`src/sv/wpld_pkg.sv`:
```
`timescale 1ns / 1ps
// Shared types and constants of the windowed ppb lock detector.
// No dependencies; every other file of the block uses it by scoped names.
package wpld_pkg;

   localparam int SAMPLE_W    = 12;
   localparam int CLOCK_W     = 28;
   localparam int THR_W       = 27;
   localparam int PPB_W       = 32;
   localparam int STAB_W      = 2;
   localparam int CSR_IDX_W   = 1;
   localparam int CSR_DATA_W  = 28;

   // 1e11 = 1e9 (ppb) * 100, split so each partial product stays narrow
   localparam int SCALE_W     = 37;
   localparam int SCALE_LO_W  = 19;
   localparam int SCALE_HI_W  = SCALE_W - SCALE_LO_W;
   localparam logic [SCALE_W-1:0]    PPB_SCALE    = 37'd100000000000;
   localparam logic [SCALE_LO_W-1:0] PPB_SCALE_LO = SCALE_LO_W'(PPB_SCALE);
   localparam logic [SCALE_HI_W-1:0] PPB_SCALE_HI = SCALE_HI_W'(PPB_SCALE >> SCALE_LO_W);

   localparam logic [CLOCK_W-1:0] CLOCK_HZ_RESET  = 28'd10000000;
   localparam logic [THR_W-1:0]   THRESHOLD_RESET = 27'd100;

   typedef enum logic [STAB_W-1:0] {
      STAB_UNSTABLE = 2'd0,
      STAB_MARGINAL = 2'd1,
      STAB_STABLE   = 2'd2
   } stab_type;

   typedef enum logic [CSR_IDX_W-1:0] {
      CSR_CLOCK_HZ       = 1'b0,
      CSR_LOCK_THRESHOLD = 1'b1
   } csr_type;

   typedef struct packed {
      logic busy;
      logic done;
   } div_stat_type;

endpackage

```
`src/sv/wpld_chan_if.sv`:
```
`timescale 1ns / 1ps
// Valid/ready channel interfaces of the windowed ppb lock detector.
// Depends on wpld_pkg for the payload widths.
interface wpld_req_if;
   logic                                 valid;
   logic                                 ready;
   logic signed [wpld_pkg::SAMPLE_W-1:0] error_cycles;

   modport source (output valid, output error_cycles, input ready);
   modport sink   (input valid, input error_cycles, output ready);
endinterface

interface wpld_rsp_if;
   logic                              valid;
   logic                              ready;
   logic signed [wpld_pkg::PPB_W-1:0] ppb_x100;
   logic                              ppb_changed;
   logic [wpld_pkg::STAB_W-1:0]       stability;
   logic                              lock_out_n;

   modport source (output valid, output ppb_x100, output ppb_changed,
                   output stability, output lock_out_n, input ready);
   modport sink   (input valid, input ppb_x100, input ppb_changed,
                   input stability, input lock_out_n, output ready);
endinterface

```
`src/sv/wpld_ring.sv`:
```
`timescale 1ns / 1ps
// Sample ring memory: one write port, one read port with registered data.
// Depends on wpld_pkg for the sample width.
module wpld_ring #(
   parameter int  DEPTH = 128,
   localparam int IDX_W = $clog2(DEPTH)
) (
   input  logic                                 clock,
   input  logic                                 rd_en,
   input  logic [IDX_W-1:0]                     rd_idx,
   output logic signed [wpld_pkg::SAMPLE_W-1:0] rd_data_ff,
   input  logic                                 wr_en,
   input  logic [IDX_W-1:0]                     wr_idx,
   input  logic signed [wpld_pkg::SAMPLE_W-1:0] wr_data
);

   logic signed [wpld_pkg::SAMPLE_W-1:0] mem [DEPTH];

   always_ff @(posedge clock) begin
      if (wr_en) begin
         mem[wr_idx] <= wr_data;
      end
      if (rd_en) begin
         rd_data_ff <= mem[rd_idx];
      end
   end

endmodule

```
`src/sv/wpld_div.sv`:
```
`timescale 1ns / 1ps
// Serial restoring divider for unsigned operands, one quotient bit per cycle.
// Depends on wpld_pkg for the status struct.
module wpld_div #(
   parameter int  NUM_W = 56,
   parameter int  DEN_W = 36,
   localparam int CNT_W = $clog2(NUM_W)
) (
   input  logic                   clock,
   input  logic                   reset,
   input  logic                   start,
   input  logic [NUM_W-1:0]       num,
   input  logic [DEN_W-1:0]       den,
   output logic [NUM_W-1:0]       quo,
   output wpld_pkg::div_stat_type stat
);

   logic [NUM_W-1:0] quo_ff, quo_in;
   logic [DEN_W-1:0] rem_ff, rem_in;
   logic [DEN_W-1:0] den_ff;
   logic [CNT_W-1:0] cnt_ff;
   logic             busy_ff, done_ff;
   logic [DEN_W:0]   shifted;
   logic [DEN_W+1:0] diff;

   always_comb begin
      shifted = {rem_ff, quo_ff[NUM_W-1]};
      diff    = {1'b0, shifted} - {2'b00, den_ff};
      if (!diff[DEN_W+1]) begin
         rem_in = diff[DEN_W-1:0];
         quo_in = {quo_ff[NUM_W-2:0], 1'b1};
      end else begin
         rem_in = shifted[DEN_W-1:0];
         quo_in = {quo_ff[NUM_W-2:0], 1'b0};
      end
   end

   always_ff @(posedge clock) begin
      if (reset) begin
         busy_ff <= 1'b0;
         done_ff <= 1'b0;
      end else begin
         done_ff <= 1'b0;
         if (start) begin
            busy_ff <= 1'b1;
         end else if (busy_ff && cnt_ff == '0) begin
            busy_ff <= 1'b0;
            done_ff <= 1'b1;
         end
      end
   end

   always_ff @(posedge clock) begin
      if (start) begin
         quo_ff <= num;
         rem_ff <= '0;
         den_ff <= den;
         cnt_ff <= CNT_W'(NUM_W - 1);
      end else if (busy_ff) begin
         quo_ff <= quo_in;
         rem_ff <= rem_in;
         cnt_ff <= cnt_ff - CNT_W'(1);
      end
   end

   assign quo       = quo_ff;
   assign stat.busy = busy_ff;
   assign stat.done = done_ff;

endmodule

```
`src/sv/windowed_ppb_lock_detector_top.sv`:
```
`timescale 1ns / 1ps
// Windowed ppb lock detector: window sum over a sample ring, serial divide, classify.
// Depends on wpld_pkg, wpld_chan_if, wpld_ring and wpld_div.
//
// Usage:
//   req_chan carries one signed error sample (cycles per gate second) per
//   transfer; rsp_chan returns exactly one result per sample: the window
//   average in ppb x100, a changed flag, the stability level and the
//   active-low lock level. csr_we/csr_index/csr_wdata write clock_hz (index 0)
//   and lock_threshold (index 1); write them only while the block is idle.
//   A sample passes the states update, multiply, numerator, divide, saturate
//   and finish before rsp_chan.valid rises; the divide state runs a serial
//   divider, one quotient bit per cycle, over NUM_W = 49 + log2(WINDOW_LEN)
//   bits. A new sample is taken once the previous result has left finish.
//   Ring entries not yet written read as zero through the fill count, so no
//   clearing pass runs after reset: reset empties the window, marks the last
//   average invalid and sets the level to unstable.
//   A result waits in the output register while rsp_chan.ready is low; the
//   next sample is still taken and worked on, and only its final step holds
//   until the output register is free.
module windowed_ppb_lock_detector_top #(
   parameter int WINDOW_LEN = 128
) (
   input  logic                               clock,
   input  logic                               reset,
   wpld_req_if.sink                           req_chan,
   wpld_rsp_if.source                         rsp_chan,
   input  logic                               csr_we,
   input  logic [wpld_pkg::CSR_IDX_W-1:0]     csr_index,
   input  logic [wpld_pkg::CSR_DATA_W-1:0]    csr_wdata
);

   localparam int IDX_W = $clog2(WINDOW_LEN);
   localparam int CNT_W = $clog2(WINDOW_LEN + 1);
   localparam int SUM_W = wpld_pkg::SAMPLE_W + $clog2(WINDOW_LEN);
   localparam int NUM_W = SUM_W + wpld_pkg::SCALE_W;
   localparam int DEN_W = wpld_pkg::CLOCK_W + CNT_W;
   localparam int LO_W  = wpld_pkg::SCALE_LO_W;
   localparam int HI_W  = wpld_pkg::SCALE_HI_W;
   localparam int PPB_W = wpld_pkg::PPB_W;
   localparam logic [CNT_W-1:0] CNT_FULL = CNT_W'(WINDOW_LEN);
   localparam logic [IDX_W-1:0] IDX_LAST = IDX_W'(WINDOW_LEN - 1);

   typedef enum logic [7:0] {
      ST_IDLE   = 8'b0000_0001,
      ST_UPDATE = 8'b0000_0010,
      ST_MUL    = 8'b0000_0100,
      ST_NUM    = 8'b0000_1000,
      ST_DIV    = 8'b0001_0000,
      ST_SAT    = 8'b0010_0000,
      ST_FIN    = 8'b0100_0000,
      ST_SPARE  = 8'b1000_0000
   } state_type;

   state_type state_ff, state_in;

   logic [wpld_pkg::CLOCK_W-1:0]         clock_hz_ff;
   logic [wpld_pkg::THR_W-1:0]           thr_ff;
   logic signed [wpld_pkg::SAMPLE_W-1:0] sample_ff;
   logic signed [wpld_pkg::SAMPLE_W-1:0] ring_rd;
   logic [IDX_W-1:0]                     idx_ff;
   logic [CNT_W-1:0]                     count_ff;
   logic signed [SUM_W-1:0]              sum_ff, sum_in, old_sample;
   logic [SUM_W-1:0]                     sum_mag;
   logic [SUM_W+LO_W-1:0]                pp_lo_ff;
   logic [SUM_W+HI_W-1:0]                pp_hi_ff;
   logic [DEN_W-1:0]                     den_ff;
   logic [wpld_pkg::CLOCK_W-1:0]         clk_eff;
   logic [NUM_W-1:0]                     div_num, div_quo;
   logic                                 div_start;
   wpld_pkg::div_stat_type               div_stat;
   logic                                 q_ovf;
   logic signed [PPB_W-1:0]              avg_ff, avg_in, last_avg_ff;
   logic [PPB_W-1:0]                     amag_ff, amag_in;
   logic                                 avg_valid_ff;
   wpld_pkg::stab_type                   stab_ff, stab_cls, stab_new;
   logic                                 changed;
   logic [PPB_W-1:0]                     thr_ext, thr5;
   logic                                 req_fire, win_full, out_free, fin_go;
   logic                                 rsp_valid_ff;
   logic signed [PPB_W-1:0]              rsp_ppb_ff;
   logic                                 rsp_changed_ff;
   wpld_pkg::stab_type                   rsp_stab_ff;
   logic                                 rsp_lock_n_ff;

   // ---------------------------------------------------------------- csr
   always_ff @(posedge clock) begin
      if (reset) begin
         clock_hz_ff <= wpld_pkg::CLOCK_HZ_RESET;
         thr_ff      <= wpld_pkg::THRESHOLD_RESET;
      end else if (csr_we) begin
         unique case (csr_index)
            wpld_pkg::CSR_CLOCK_HZ:       clock_hz_ff <= csr_wdata[wpld_pkg::CLOCK_W-1:0];
            wpld_pkg::CSR_LOCK_THRESHOLD: thr_ff      <= csr_wdata[wpld_pkg::THR_W-1:0];
            default: ;
         endcase
      end
   end

   // ---------------------------------------------------------------- ring
   wpld_ring #(.DEPTH(WINDOW_LEN)) u_ring (
      .clock      (clock),
      .rd_en      (req_fire),
      .rd_idx     (idx_ff),
      .rd_data_ff (ring_rd),
      .wr_en      (state_ff == ST_UPDATE),
      .wr_idx     (idx_ff),
      .wr_data    (sample_ff)
   );

   assign req_fire = req_chan.valid && (state_ff == ST_IDLE);
   assign req_chan.ready = (state_ff == ST_IDLE);
   assign win_full = (count_ff == CNT_FULL);
   assign out_free = !rsp_valid_ff || rsp_chan.ready;
   assign fin_go   = (state_ff == ST_FIN) && out_free;

   // Entries beyond the fill count were never written and count as zero
   always_comb begin
      old_sample = win_full ? SUM_W'(ring_rd) : '0;
      sum_in     = sum_ff - old_sample + SUM_W'(sample_ff);
      sum_mag    = sum_ff[SUM_W-1] ? SUM_W'(-sum_ff) : SUM_W'(sum_ff);
      clk_eff    = (clock_hz_ff == '0) ? wpld_pkg::CLOCK_W'(1) : clock_hz_ff;
      div_num    = (NUM_W'(pp_hi_ff) << LO_W) + NUM_W'(pp_lo_ff);
   end

   assign div_start = (state_ff == ST_NUM);

   wpld_div #(.NUM_W(NUM_W), .DEN_W(DEN_W)) u_div (
      .clock (clock),
      .reset (reset),
      .start (div_start),
      .num   (div_num),
      .den   (den_ff),
      .quo   (div_quo),
      .stat  (div_stat)
   );

   // Saturate the magnitude quotient into the signed 32-bit range
   always_comb begin
      q_ovf = |div_quo[NUM_W-1:PPB_W-1];
      if (sum_ff[SUM_W-1]) begin
         amag_in = q_ovf ? {1'b1, {(PPB_W-1){1'b0}}} : div_quo[PPB_W-1:0];
         avg_in  = PPB_W'(-amag_in);
      end else begin
         amag_in = q_ovf ? {1'b0, {(PPB_W-1){1'b1}}} : div_quo[PPB_W-1:0];
         avg_in  = PPB_W'(amag_in);
      end
   end

   always_comb begin
      thr_ext = PPB_W'(thr_ff);
      thr5    = (thr_ext << 2) + thr_ext;
      changed = !avg_valid_ff || (avg_ff != last_avg_ff);
      if (!win_full) begin
         stab_cls = wpld_pkg::STAB_UNSTABLE;
      end else if (amag_ff <= thr_ext) begin
         stab_cls = wpld_pkg::STAB_STABLE;
      end else if (amag_ff < thr5) begin
         stab_cls = wpld_pkg::STAB_MARGINAL;
      end else begin
         stab_cls = wpld_pkg::STAB_UNSTABLE;
      end
      stab_new = changed ? stab_cls : stab_ff;
   end

   // ---------------------------------------------------------------- sequencer
   always_comb begin
      state_in = state_ff;
      unique case (state_ff)
         ST_IDLE:   if (req_chan.valid) state_in = ST_UPDATE;
         ST_UPDATE: state_in = ST_MUL;
         ST_MUL:    state_in = ST_NUM;
         ST_NUM:    state_in = ST_DIV;
         ST_DIV:    if (div_stat.done) state_in = ST_SAT;
         ST_SAT:    state_in = ST_FIN;
         ST_FIN:    if (out_free) state_in = ST_IDLE;
         default:   state_in = ST_IDLE;
      endcase
   end

   always_ff @(posedge clock) begin
      if (reset) begin
         state_ff     <= ST_IDLE;
         idx_ff       <= '0;
         count_ff     <= '0;
         sum_ff       <= '0;
         avg_valid_ff <= 1'b0;
         stab_ff      <= wpld_pkg::STAB_UNSTABLE;
         rsp_valid_ff <= 1'b0;
      end else begin
         state_ff <= state_in;
         if (state_ff == ST_UPDATE) begin
            sum_ff <= sum_in;
            idx_ff <= (idx_ff == IDX_LAST) ? '0 : idx_ff + IDX_W'(1);
            if (!win_full) begin
               count_ff <= count_ff + CNT_W'(1);
            end
         end
         if (fin_go) begin
            avg_valid_ff <= 1'b1;
            stab_ff      <= stab_new;
            rsp_valid_ff <= 1'b1;
         end else if (rsp_chan.ready) begin
            rsp_valid_ff <= 1'b0;
         end
      end
   end

   always_ff @(posedge clock) begin
      if (req_fire) begin
         sample_ff <= req_chan.error_cycles;
      end
      if (state_ff == ST_MUL) begin
         pp_lo_ff <= sum_mag * wpld_pkg::PPB_SCALE_LO;
         pp_hi_ff <= sum_mag * wpld_pkg::PPB_SCALE_HI;
         den_ff   <= DEN_W'(clk_eff) * DEN_W'(count_ff);
      end
      if (state_ff == ST_SAT) begin
         avg_ff  <= avg_in;
         amag_ff <= amag_in;
      end
      if (fin_go) begin
         last_avg_ff    <= avg_ff;
         rsp_ppb_ff     <= avg_ff;
         rsp_changed_ff <= changed;
         rsp_stab_ff    <= stab_new;
         rsp_lock_n_ff  <= (stab_new != wpld_pkg::STAB_STABLE);
      end
   end

   assign rsp_chan.valid       = rsp_valid_ff;
   assign rsp_chan.ppb_x100    = rsp_ppb_ff;
   assign rsp_chan.ppb_changed = rsp_changed_ff;
   assign rsp_chan.stability   = rsp_stab_ff;
   assign rsp_chan.lock_out_n  = rsp_lock_n_ff;

   // ---------------------------------------------------------------- checks
   assert property (@(posedge clock) disable iff (reset)
      div_start |-> !div_stat.busy)
      else $error("divider started while busy");

   assert property (@(posedge clock) disable iff (reset)
      count_ff <= CNT_FULL)
      else $error("sample count beyond window length");

   assert property (@(posedge clock) disable iff (reset)
      !win_full |-> (CNT_W'(idx_ff) == count_ff))
      else $error("write index out of step with fill count");

   assert property (@(posedge clock) disable iff (reset)
      (state_ff == ST_FIN) && rsp_valid_ff && !rsp_chan.ready |=> (state_ff == ST_FIN))
      else $error("result dropped over a pending output");

endmodule
```
`src/flat_wrapper.sv`:
```
// flat-port wrapper written by rule: the top's interface ports become plain ports
module windowed_ppb_lock_detector_top_flat 
#(
   parameter int WINDOW_LEN = 128
)
  (clock, reset, csr_we, csr_index, csr_wdata, req_chan_valid, req_chan_error_cycles, req_chan_ready, rsp_chan_valid, rsp_chan_ppb_x100, rsp_chan_ppb_changed, rsp_chan_stability, rsp_chan_lock_out_n, rsp_chan_ready);
  wpld_req_if req_chan_i ();
  wpld_rsp_if rsp_chan_i ();
  input  logic clock;
  input  logic reset;
  input  logic csr_we;
  input  logic [wpld_pkg::CSR_IDX_W-1:0] csr_index;
  input  logic [wpld_pkg::CSR_DATA_W-1:0] csr_wdata;
  input wire logic [$bits(req_chan_i.valid)-1:0] req_chan_valid;
  input wire logic [$bits(req_chan_i.error_cycles)-1:0] req_chan_error_cycles;
  output wire logic [$bits(req_chan_i.ready)-1:0] req_chan_ready;
  output wire logic [$bits(rsp_chan_i.valid)-1:0] rsp_chan_valid;
  output wire logic [$bits(rsp_chan_i.ppb_x100)-1:0] rsp_chan_ppb_x100;
  output wire logic [$bits(rsp_chan_i.ppb_changed)-1:0] rsp_chan_ppb_changed;
  output wire logic [$bits(rsp_chan_i.stability)-1:0] rsp_chan_stability;
  output wire logic [$bits(rsp_chan_i.lock_out_n)-1:0] rsp_chan_lock_out_n;
  input wire logic [$bits(rsp_chan_i.ready)-1:0] rsp_chan_ready;
  assign req_chan_i.valid = req_chan_valid;
  assign req_chan_i.error_cycles = req_chan_error_cycles;
  assign req_chan_ready = req_chan_i.ready;
  assign rsp_chan_valid = rsp_chan_i.valid;
  assign rsp_chan_ppb_x100 = rsp_chan_i.ppb_x100;
  assign rsp_chan_ppb_changed = rsp_chan_i.ppb_changed;
  assign rsp_chan_stability = rsp_chan_i.stability;
  assign rsp_chan_lock_out_n = rsp_chan_i.lock_out_n;
  assign rsp_chan_i.ready = rsp_chan_ready;
  windowed_ppb_lock_detector_top #(.WINDOW_LEN(WINDOW_LEN)) u_core (.clock(clock), .reset(reset), .req_chan(req_chan_i), .rsp_chan(rsp_chan_i), .csr_we(csr_we), .csr_index(csr_index), .csr_wdata(csr_wdata));
endmodule
```
`config.mk`:
```
export PLATFORM = sky130hd
export DESIGN_NAME = windowed_ppb_lock_detector_top_flat
export DESIGN_NICKNAME = d
export VERILOG_FILES = /design/src/sv/wpld_pkg.sv /design/src/sv/wpld_chan_if.sv /design/src/sv/wpld_ring.sv /design/src/sv/wpld_div.sv /design/src/sv/windowed_ppb_lock_detector_top.sv /design/src/flat_wrapper.sv
export SDC_FILE = /design/constraint.sdc
export NUM_CORES = 2
export LEC_CHECK = 0
export ABC_AREA = 1
export BUFFER_PORTS_ARGS = -buffer_cell sky130_fd_sc_hd__buf_2
export CAP_MARGIN = 20
export CORE_MARGIN = 10
export CORE_UTILIZATION = 55
export CTS_BUF_LIST = sky130_fd_sc_hd__clkbuf_8
export DETAILED_ROUTE_END_ITERATION = 8
export PLACE_DENSITY = 0.68
export SLEW_MARGIN = 20
export SYNTH_ARGS = -nofsm -noshare
export SYNTH_HDL_FRONTEND = slang
export SYNTH_SLANG_ARGS = --single-unit
export TNS_END_PERCENT = 100
```
`constraint.sdc`:
```
create_clock -name clock -period 7.4 [get_ports clock]
set_clock_uncertainty 0.05 [all_clocks]
set_input_delay 0.37 -clock clock [delete_from_list [all_inputs] [get_ports clock]]
set_output_delay 0.37 -clock clock [all_outputs]
set_load 0.005 [all_outputs]
```
==> qor.yml <==
global_routing:
  grt_antenna_before_repair: 5
  grt_pass1_wl_um: 440600
  grt_usage_pct: 28.41
  grt_max_degree: 130
  grt_overflow: 0
  grt_pass1_vias: 72080
pwr:
  sw_frac_of_total_pct: 28.47
  clockPowerShare_pct: 34.4
  total_power_w: 0.02663
  pwr-share-seq_pct: 48.0
  p_leak_nw: 47.03
  powerDensity_nw_per_um2: 237.2
  vdd_drop_max_mv: 0.2542
  p_int_w: 0.01905
  p_sw_w: 0.007582
  power_frac_comb_pct: 17.5
logic_synthesis:
  ys.flop_type: "edfxtp_1"
  mappedNetlistArea_um2: 101300
  syn-mean-instance-area_um2: 10.50
  yosysWarnings: 0
  ys_ff_latch: 1993
  synth_edf_count: 1849
  async_flop_share_pct: 0
  ys_seq_area_share_pct: 57.64
  synth_cells: 9649
  synth.distinct_cells: 60
  synthesis.nets: 10450
clocking:
  clk_latency_ns: 1.08
  path_clk_slew_ns: 0.06
  cts_max_level: 5
  clock_path_buffers: 4
  cts_setup_buffers: 0
  cts_tree: "done"
  cts.sink_count: 1993
  ctsRootBufferMaster: "clkbuf_8"
  cts_buffers: 339
setup_path:
  timing.rr.start: "u_core.sum_ff[0]"
  crit_fanout: 11
  endpoint_kind: "flop"
  worstPathArrival_ns: 7.27
  cp-startpoint: "u_core.sum_ff[0]"
  criticalPathCategory: "flop to flop"
  worstPathRequired_ns: 8.06
  cp-start-kind: "flop"
cells_and_area:
  syn2layout_area_growth_pct: 10.80
  layout.nets: 10880
  drive_above_1_share_pct: 7.784
  instances_no_fill: 12790
  final_cell_mix: "nand2_1 (2,585), edfxtp_1 (1,849), inv_1 (1,304), nor2_1 (670), ha_1 (421)"
  multi_input_area_um2: 36990
  seqCellArea_um2: 58410
  num-fill-cells: 15010
  layout_commonest_cell: "nand2_1"
route:
  drt_iter0_drc: 7132
  routed_wl_um: 293800
  dr.pass1.iters: 8
  vias: 72610
  wire_per_inst_um: 22.98
  drc_errors: 0
  viasPerCell: 5.679
  ant_nets: 0
hold_path:
  hold_path.class: "input port to flop"
  min_from: "csr_wdata[5]"
placement:
  dp_hpwl_um: 195200
  gp_congestion: 0.9530
  dpl.cell_count: 12120
  io_buffers: 83
status:
  status: "finished, final reports clean"
die:
  ios: 84
  die_w_um: 449.2
  rows: 157
  dieHeight_um: 449.2
  core_area_um2: 183100
  start_util_pct: 55.35
  die-area_um2: 201800
timing:
  finalHoldViolations: 0
  final_max_slew_viol_count: 0
  worst_slew_pin_slew_ns: 1.240
  fmax_mhz: 151.4
  whs_ns: 0.1321
  slew_headroom_pct: 16.45
  period_share_pct: 89.23
  finalSetupTns_ns: 0
  setup_violations: 0
  fin_crit_ns: 6.603
  rsz0062_at_grt: "no"
run:
  cap_viol_max_count: 0
## per-stage QoR
step | utilization, % | setup slack [ns] | instance area, µm²
floorplan | - | 1.020 | 101300
global placement | 57.55 | 0.8149 | 105400
detailed placement | 57.56 | 0.8798 | 105400
CTS | 61.32 | 0.7856 | 112300
global route | 61.33 | 0.3272 | 112300
finish | 61.33 | 0.7970 | 112300
## critical path: stages (launching register included)
cell and delay (ns):
dfxtp_1 0.32, nor3_1 0.26, nand3_1 0.17, nor2_1 0.19
nand3_1 0.16, o31ai_1 0.49, xor2_1 0.12, buf_4 0.23
ha_1 0.38, inv_1 0.08, fa_1 0.53, inv_1 0.05
fa_1 0.47, inv_1 0.05, fa_1 0.48, inv_1 0.06
fa_1 0.43, ha_1 0.29, ha_1 0.35, a21o_1 0.23
a21oi_1 0.28, o221ai_1 0.20, a21oi_1 0.16, nand2_1 0.09
xor2_1 0.14
## synth_stat cells (all sizes together) (130+ instances only)
cell type	instances	area share, %
nand2	2595	9.6
edfxtp	1849	55
inv	1219	4.5
nor2	689	2.6
ha	421	5.2
a21oi	406	2.0
o21ai	403	2.0
nand3	346	1.7
fa	338	6.7
nand4	235	1.5
a22oi	195	1.4
buf	182	0.92
dfxtp	144	2.8
clkbuf	130	0.48
## final timing paths
check                                end  slack, ns  cells after the start
setup / recovery     u_core.pp_hi_ff[33]       0.80                     24
setup reg to reg     u_core.pp_hi_ff[33]       0.80                     24
hold reg to reg   u_core.u_div.den_ff[1]       0.34                      0
hold / removal          u_core.thr_ff[5]       0.13                      4
## state kept, by name, indices dropped and copies added, names as in the netlist, 2 cells and up
signal,flops
u_core.pp_lo_ff,27
u_core.count_ff,8
u_core.u_div.cnt_ff,6
u_core.u_div.den_ff,36
u_core.thr_ff,27
u_core.rsp_chan.stability,2
u_core.u_ring.mem,1536
u_core.sum_ff,19
u_core.u_ring.rd_data_ff,12
u_core.clock_hz_ff,28
u_core.u_div.quo,56
u_core.den_ff,36
u_core.rsp_chan.ppb_x100,32
u_core.sample_ff,12
u_core.state_ff,7
u_core.u_div.rem_ff,36
u_core.pp_hi_ff,35
u_core.stab_ff,2
u_core.amag_ff,32
u_core.idx_ff,7
u_core.avg_ff,31
## repair_timing
| action | 4_1_cts | 5_1_grt |
|---|---|---|
| hold buffers | 78 | 0 |
| hold endpoints to repair | 122 | 0 |
| gates resized for setup | 0 | 0 |
## final cells by class
| class | count | area share (%) |
|---|---|---|
| tap | 2464 | 2.746 |
| timing repair buffer | 395 | 2.726 |
| clock inverter | 228 | 1.074 |
| clock buffer | 356 | 4.364 |
| sequential | 1993 | 52.02 |
| inverter | 1222 | 4.115 |
| antenna | 5 | 0.01114 |
| multi-input combinational | 6122 | 32.95 |
## routing by layer
metal	GRT usage, %	wire, µm
met4	11.38	12020
met3	4.670	23380
met2	47.80	142500
met1	36.77	115900
met5	0	0
## kinds of logic after synthesis
family,share of synthesized area [%]
buffers and inverters,5.925
flip-flops,57.64
XOR/XNOR,1.599
AO/OA/AOI/OAI,6.724
AND/OR/NAND/NOR,16.24
adder cells (fa/ha/maj),11.88
## power groups by stage
stage                     combinational [W]  sequential (W)  clock [W]
after CTS                           0.00464          0.0128    0.00927
after floorplan                     0.00296          0.0131          0
after global placement              0.00452          0.0130          0
after global routing                0.00523          0.0128    0.00979
final                               0.00467          0.0128    0.00917
after detailed placement            0.00456          0.0130          0
Power figures use the tool's default switching activity.
